$ cat config.mk
export PLATFORM = sky130hd
export DESIGN_NAME = saltst_ctrl
export DESIGN_NICKNAME = d
export VERILOG_FILES = /design/src/hdl/saltst_pkg.sv /design/src/hdl/saltst_ctrl.sv
export SDC_FILE = /design/constraint.sdc
export NUM_CORES = 1
export LEC_CHECK = 0
export BUFFER_PORTS_ARGS = -buffer_cell sky130_fd_sc_hd__buf_4
export CAP_MARGIN = 20
export CORE_AREA = 4 4 41 43
export DETAILED_ROUTE_END_ITERATION = 8
export DIE_AREA = 0 0 45 47
export PLACE_DENSITY_LB_ADDON = 0.1
export REMOVE_ABC_BUFFERS = 1
export SLEW_MARGIN = 40
export SYNTH_ARGS = -nofsm -noshare
export SYNTH_HDL_FRONTEND = slang
export SYNTH_SLANG_ARGS = --single-unit
$ cat constraint.sdc
create_clock -name clk -period 1.7 [get_ports clk]
set_clock_uncertainty 0.2 [all_clocks]
set_input_delay 0.255 -clock clk [delete_from_list [all_inputs] [get_ports clk]]
set_output_delay 0.255 -clock clk [all_outputs]
set_load 0.02 [all_outputs]
$ cat src/hdl/saltst_pkg.sv
// Shared types and constants for the set-associative LRU tag store.
// Used by saltst_ctrl, saltst_dp and set_assoc_lru_tag_store_top.
package saltst_pkg;

	localparam int ADDR_W = 64;
	localparam int CNT_W  = 64;
	localparam int OUT_W  = 200;
	localparam int OUT_PAD = OUT_W - (2 + ADDR_W + 2 * CNT_W);

	// configuration register indexes and reset values
	localparam logic [1:0] CFG_WAYS = 2'd0;
	localparam logic [1:0] CFG_LINE = 2'd1;
	localparam logic [1:0] CFG_SETS = 2'd2;

	localparam logic [3:0] WAYS_RST = 4'd8;
	localparam logic [3:0] LINE_RST = 4'd6;
	localparam logic [2:0] SETS_RST = 3'd6;

	typedef enum logic [1:0] {
		ACT_PROBE    = 2'd0,
		ACT_INSERT   = 2'd1,
		ACT_INVAL    = 2'd2,
		ACT_CONTAINS = 2'd3
	} act_t;

	typedef enum logic [2:0] {
		ST_CLEAR,
		ST_IDLE,
		ST_LOOK,
		ST_SCAN,
		ST_UPD
	} state_t;

	typedef struct packed {
		logic clear_step;
		logic accept;
		logic look;
		logic scan_step;
		logic commit;
	} cmd_t;

	typedef struct packed {
		logic clear_last;
		logic need_scan;
		logic scan_last;
		logic out_free;
	} sts_t;

endpackage

$ cat src/hdl/saltst_ctrl.sv
// Sequencer for the tag store: clear sweep, lookup, LRU scan and commit.
// Depends on saltst_pkg.
module saltst_ctrl
	import saltst_pkg::*;
(
	input  logic clk,
	input  logic arst_n,
	input  logic in_valid,
	output logic in_ready,
	input  sts_t sts,
	output cmd_t cmd
);

	state_t state_q, state_d;

	always_ff @(posedge clk or negedge arst_n) begin
		if (!arst_n) begin
			state_q <= ST_CLEAR;
		end else begin
			state_q <= state_d;
		end
	end

	always_comb begin
		state_d = state_q;
		unique case (state_q)
			ST_CLEAR: if (sts.clear_last) state_d = ST_IDLE;
			ST_IDLE:  if (in_valid) state_d = ST_LOOK;
			ST_LOOK:  state_d = sts.need_scan ? ST_SCAN : ST_UPD;
			ST_SCAN:  if (sts.scan_last) state_d = ST_UPD;
			ST_UPD:   if (sts.out_free) state_d = ST_IDLE;
			default:  state_d = ST_CLEAR;
		endcase
	end

	always_comb begin
		cmd = '0;
		in_ready = 1'b0;
		unique case (state_q)
			ST_CLEAR: cmd.clear_step = 1'b1;
			ST_IDLE: begin
				in_ready = 1'b1;
				cmd.accept = in_valid;
			end
			ST_LOOK:  cmd.look = 1'b1;
			ST_SCAN:  cmd.scan_step = 1'b1;
			ST_UPD:   cmd.commit = sts.out_free;
			default:  cmd = '0;
		endcase
	end

	a_commit_needs_slot: assert property (@(posedge clk) disable iff (!arst_n)
		cmd.commit |-> sts.out_free) else $error("commit with output slot busy");

	a_commit_then_idle: assert property (@(posedge clk) disable iff (!arst_n)
		cmd.commit |=> in_ready) else $error("not ready after commit");

endmodule

== Yosys cells after proc, flatten, opt, wreduce, memory -nomap -nowiden ==
Index checks and enable logic that the tools add are counted.
Storage, ports and cells
  register bits after elaboration: 3
  bits of input ports: 7
  output and inout bits: 6
  logic and storage cells: 23
Operators by class
  equality and inequality tests: 8
  mux-type cells: 12
  reductions and logical operators: 2
Operators with widths (count)
  $mux 3: 5
  $pmux 3 s5: 1
  $ne 2x2->1 const B: 4
  $eq 3x2->1 const B: 2
  $mux 1: 6
  $reduce_and 4->1: 1
  $eq 3x1->1 const B: 1
  $eq 3x3->1 const B: 1
  $logic_not 3->1: 1

== Depth between registers and ports, before layout ==
Gate-level depths: netlist of the first run.
  depth after elaboration: 3
  mapped depth: 5
  gate-level depth less buffers: 4

== Worst setup path after synthesis of the first run ==
Ideal clock, no wire load.
  path kind: reg2out
  start point: register state_q[1]
  end point: output cmd[3] (netlist bit)
  arrival: 1.352 ns
  required time: 1.245 ns
  path slack: -0.107 ns
  stages on the path, launching flop included: 4
  path buffers: 1
  cells stage by stage: dfrtp_1 > buf_4 > nor3_1 > and2_1
RTL lines
  start: declaration: line saltst_ctrl.sv:14  | state_t state_q, state_d;
  start signal: assignment: line saltst_ctrl.sv:20  | state_q <= state_d;
  end: declaration: line saltst_ctrl.sv:11  | output cmd_t cmd

==> flow_metrics.env, run 1 <==
export IMPL_critPathTopFamily="flip-flops"
export IMPL_outcome="completed"
export IMPL_crit_buf_inv=2
export IMPL_reg2reg_slack_ps=10
export IMPL_hold_class="in2reg"
export IMPL_io_pins=13
export IMPL_num_nets_final=56
export IMPL_design_core_area_sq_um=1300
export IMPL_viasPerCell=4.38
export IMPL_power_density_nw_per_um2=2090
export IMPL_cp_arrival_ps=1240
export IMPL_final_common_cell="buf_4"
export IMPL_worstReg2RegEnd="state_q[0]"
export IMPL_syn_to_final_growth_pct=73.6
export IMPL_cts_tree="built"
export IMPL_fp_dieW_um=45
export IMPL_dr_total_vias=276
export IMPL_final_cell_area_sq_um=437
export IMPL_dieArea_sq_um=2120
export IMPL_hpwlAfterDp_um=590
export IMPL_path_common_cell="buf_4"
export IMPL_initial_core_util_pct=19.3
export IMPL_firstDrtPassIters=1
export IMPL_clock_latency_ps=230
export IMPL_post_place_ws_ps=37.0
export IMPL_drt_drc_violations_left=0
export IMPL_drv_slew=0
export IMPL_wl_um=758
export IMPL_clock_path_buffers=2
export IMPL_grt_pass1_wl_mm=1.19
export IMPL_h_tree_depth=1
export IMPL_clk_pin_slew_ps=40
export IMPL_io_buffers=12
export IMPL_ys_ff_latch=3
export IMPL_synthCells=29
export IMPL_period_needed_ps=1700
export IMPL_drive_gt1_share_pct=52.1
export IMPL_largest_register_ffs=3
export IMPL_stdcell_count=63
export IMPL_max_cap_violations=0
export IMPL_min_path_cells=4
export IMPL_fmax_ghz=0.590
export IMPL_top_regs="state_q (3)"
export IMPL_peakVddDrop_uv=633
export IMPL_yosys_warnings=0
export IMPL_path_cells="buf_4 -> nor2_1 -> and3_1 -> buf_4"
export IMPL_grt_overflow=0
export IMPL_critPathCaptureType="output port"
export IMPL_reg2reg_from="state_q[1]"
export IMPL_p_total_uw=911
export IMPL_fillers=152
export IMPL_drt_iter0_markers=0
export IMPL_critical_path_slowest_cell="dfrtp_1"
export IMPL_slew_headroom_pct=86.2
export IMPL_yosys_area_top_type="dfrtp_1"
export IMPL_fp_row_count=13
export IMPL_whs_endpoint="state_q[1]"
export IMPL_dieHeight_um=47
export IMPL_synth_area_leaders="dfrtp_1 30%, nor3_1 6.0%, mux2_4 6.0%"
export IMPL_track_usage_pct=8.37
export IMPL_regMostFlops="state_q"
export IMPL_antenna_found_initial=0
export IMPL_cts_root_buf="clkbuf_4"
export IMPL_period_share_pct=99.8
export IMPL_synth_avg_cell_area_sq_um=8.67
export IMPL_finalHoldViolations=0
export IMPL_r2r_worst_path_cells=5
export IMPL_diodes=0
export IMPL_setup_violations=0
export IMPL_wire_per_inst_um=12.0
export IMPL_routabilityCongestion=0.758
export IMPL_leakagePower_nw=0.215
export IMPL_cts_buffers_inserted=3
export IMPL_ant_nets=0
export IMPL_numPlacedInstances=57
export IMPL_fin_util_pct=33.6
export IMPL_rsz0062_at_grt="true"
export IMPL_fin_ws_ps=3.95
export IMPL_critPathLaunchType="register"
export IMPL_netlist_area_sq_um=251
export IMPL_grt_pass1_vias=300
export IMPL_yosysTopAreaCellShare_pct=29.9
export IMPL_cp_required_ps=1240
export IMPL_cpPeakStageDelay_ps=410
export IMPL_cts_sinks=3
export IMPL_fin_hold_ws_ps=97.9
export IMPL_tightestPinTransition_ps=207
export IMPL_crit_type="reg2out"
export IMPL_setup_tns_ps=0
export IMPL_ys_seq_area_share_pct=29.9
export IMPL_placedInstanceArea_sq_um=367
export IMPL_grt_max_degree=11
export IMPL_path_max_fanout=4
export IMPL_final_cell_mix="15 x buf_4, 3 x nor2_1, 3 x clkbuf_4, 3 x dfrtp_1"
export IMPL_hold_start="sts[1]"
export IMPL_ys_types=21
==> power breakdown <==
part | total, mW | leakage (nW) | internal (mW) | switching, mW
Clock | 0.125 | 0.0150 | 0.0880 | 0.0371
Sequential | 0.138 | 0.0381 | 0.108 | 0.0304
Combinational | 0.648 | 0.162 | 0.327 | 0.321
==> synthesized netlist by cell type (all sizes together) <==
library cell,instances
mux2i,1
o32ai,1
nor2,3
nor3,3
and3,1
nor2b,1
mux2,1
or4,1
a31oi,1
and2,1
nand2,1
o211ai,1
inv,2
nand2b,2
nand3b,1
dfrtp,3
o31ai,1
a21oi,1
buf,3
==> per-layer routing <==
| metal | share of wire, % | global-route usage (%) |
|---|---|---|
| met4 | 2.6 | 10.5 |
| met1 | 43 | 9.55 |
| met5 | 0 | 0 |
| met3 | 6.1 | 1.92 |
| met2 | 48 | 11.6 |
==> worst reg2reg max path, delay by kind of cell (launching register included) <==
family,cells,cell delay [ps]
AOI/OAI and AO/OA,2,310
buffers and inverters,1,150
DFF,1,410
muxes,1,320
and+or+nand+nor,1,190
==> cell type report <==
type	count	area, sq um	area share (%)
clock buffer	4	26.3	6.02
timing repair buffer	18	145	33.2
tap	15	18.8	4.30
inverter	2	7.51	1.72
multi-input combinational	21	164	37.5
sequential	3	75.1	17.2
==> what timing repair did <==
item	in CTS	in global routing
pin swaps	0	2
hold endpoints to repair	3	0
setup endpoints to repair	3	5
buffers inserted	0	1
resized for setup	4	1
hold buffers	1	0
==> kinds of logic (layout without fill, tap and decap cells) <==
logic type             Yosys count  after routing  share of synthesized area [%]
buffers and inverters            5             24                           12.4
multiplexers                     2              2                           9.95
AO/OA/AOI/OAI                    5              5                           15.9
flip-flops                       3              3                           29.8
AND/OR/NAND/NOR                 14             14                           31.8
==> worst max path at each step <==
stage,from,endpoint,depth (start not counted)
6_report,state_q[1],cmd[0],4
5_1_grt,state_q[0],state_q[0],5
4_1_cts,state_q[1],cmd[0],4
3_5_place_dp,state_q[2],state_q[0],3
3_3_place_gp,state_q[1],state_q[0],3
2_1_floorplan,state_q[0],cmd[3],3
Note: power is estimated with default switching activity, not from simulation.
==> run 2: changes to the inputs <==
--- a/config.mk
+++ b/config.mk
@@ -10,6 +10,7 @@
 export CORE_AREA = 4 4 41 43
 export DETAILED_ROUTE_END_ITERATION = 8
 export DIE_AREA = 0 0 45 47
+export GPL_TIMING_DRIVEN = 0
 export PLACE_DENSITY_LB_ADDON = 0.1
 export REMOVE_ABC_BUFFERS = 1
 export SLEW_MARGIN = 40
==> flow_metrics.env, run 2 (synthesis gave the netlist of run 1 again) <==
export IMPL_cts_root_buf="clkbuf_4"
export IMPL_leakagePower_nw=0.218
export IMPL_drv_slew=0
export IMPL_fin_ws_ps=12.0
export IMPL_cp_arrival_ps=1600
export IMPL_clock_latency_ps=240
export IMPL_cpPeakStageDelay_ps=530
export IMPL_critPathLaunchType="register"
export IMPL_path_max_fanout=4
export IMPL_numPlacedInstances=53
export IMPL_fp_row_count=13
export IMPL_antenna_found_initial=0
export IMPL_path_cells="or4_4 -> o211ai_4 -> mux2_4"
export IMPL_grt_max_degree=9
export IMPL_r2r_worst_path_cells=3
export IMPL_ant_nets=0
export IMPL_hpwlAfterDp_um=432
export IMPL_drt_iter0_markers=6
export IMPL_post_place_ws_ps=-176
export IMPL_routabilityCongestion=0.654
export IMPL_design_core_area_sq_um=1300
export IMPL_track_usage_pct=8.05
export IMPL_drive_gt1_share_pct=61.2
export IMPL_cp_required_ps=1620
export IMPL_peakVddDrop_uv=734
export IMPL_fin_hold_ws_ps=124
export IMPL_crit_buf_inv=0
export IMPL_slew_headroom_pct=84.6
export IMPL_io_pins=13
export IMPL_viasPerCell=4.48
export IMPL_top_regs="state_q (3)"
export IMPL_final_common_cell="buf_4"
export IMPL_dieArea_sq_um=2120
export IMPL_outcome="completed"
export IMPL_period_needed_ps=1690
export IMPL_largest_register_ffs=3
export IMPL_final_cell_mix="15 x buf_4, 3 x clkbuf_4, 3 x dfrtp_2"
export IMPL_wire_per_inst_um=11.4
export IMPL_diodes=0
export IMPL_dieHeight_um=47
export IMPL_firstDrtPassIters=2
export IMPL_critPathTopFamily="simple AND/OR/NAND/NOR gates"
export IMPL_initial_core_util_pct=19.3
export IMPL_cts_tree="built"
export IMPL_final_cell_area_sq_um=470
export IMPL_cts_buffers_inserted=3
export IMPL_wl_um=732
export IMPL_critPathCaptureType="register"
export IMPL_drt_drc_violations_left=0
export IMPL_crit_type="reg2reg"
export IMPL_io_buffers=12
export IMPL_min_path_cells=4
export IMPL_hold_class="in2reg"
export IMPL_period_share_pct=99.3
export IMPL_setup_violations=0
export IMPL_clock_path_buffers=2
export IMPL_stdcell_count=64
export IMPL_finalHoldViolations=0
export IMPL_grt_overflow=0
export IMPL_num_nets_final=57
export IMPL_cts_sinks=3
export IMPL_placedInstanceArea_sq_um=337
export IMPL_fp_dieW_um=45
export IMPL_regMostFlops="state_q"
export IMPL_grt_pass1_vias=296
export IMPL_clk_pin_slew_ps=40
export IMPL_dr_total_vias=287
export IMPL_syn_to_final_growth_pct=87.1
export IMPL_rsz0062_at_grt="true"
export IMPL_power_density_nw_per_um2=2050
export IMPL_tightestPinTransition_ps=230
export IMPL_grt_pass1_wl_mm=1.21
export IMPL_worstSetupPathDepth=3
export IMPL_max_cap_violations=0
export IMPL_fmax_ghz=0.592
export IMPL_critical_path_slowest_cell="or4_4"
export IMPL_h_tree_depth=1
==> run 2: final timing paths <==
path                       startpoint          to  slack [ps]
max                        state_q[2]  state_q[0]          10
min                            sts[1]  state_q[1]         120
max reg2reg                state_q[2]  state_q[0]          10
min reg2reg                state_q[2]  state_q[1]         480
max in group asynchronous      arst_n  state_q[1]        1040
min in group asynchronous      arst_n  state_q[0]         150
==> run 2: layout make-up <==
type                            instances  area [sq um]
Fill cell                             150           831
Multi-Input combinational cell         21           174
Timing Repair Buffer                   19           165
Sequential cell                         3          78.8
Clock buffer                            4          26.3
Tap cell                               15          18.8
Inverter                                2          7.51
==> run 2: report_power, final <==
part | internal (mW) | leakage, nW | switching [mW] | total, mW
sequential | 0.115 | 0.0342 | 0.0488 | 0.164
combinational | 0.359 | 0.168 | 0.317 | 0.677
clock | 0.0880 | 0.0150 | 0.0380 | 0.126
==> run 2: per-stage QoR <==
| stage | util [%] | setup TNS, ps | power [mW] |
|---|---|---|---|
| after detailed placement | 25.9 | -176 | 0.617 |
| after global routing | 36.2 | -71.8 | 1.04 |
| after global placement | 25.9 | -180 | 0.621 |
| final | 36.2 | 0 | 0.966 |
| after floorplan | - | -204 | 0.464 |
| after CTS | 33.5 | 0 | 0.896 |
==> run 2: timing repair <==
| action | CTS | global route |
|---|---|---|
| setup endpoints to repair | 4 | 3 |
| hold endpoints to repair | 3 | 0 |
| gates resized for setup | 4 | 6 |
| pin swaps | 1 | 3 |
| setup buffers | 5 | 1 |
| hold buffers | 1 | 0 |
==> run 2: metal layers <==
metal | share of wire, % | wire (um) | vias to the layer above | track usage (%)
li1 | - | - | 144 | -
met1 | 46 | 337 | 127 | 11.1
met2 | 45 | 330 | 13 | 10.5
met3 | 7.4 | 54 | 3 | 2.68
met4 | 1.4 | 10 | 0 | 5.26
met5 | 0 | 0 | - | 0
==> run 2: worst register-to-register path, stage by stage (launching register included) <==
cell,delay [ps]
dfrtp_2,420
or4_4,530
o211ai_4,100
mux2_4,320
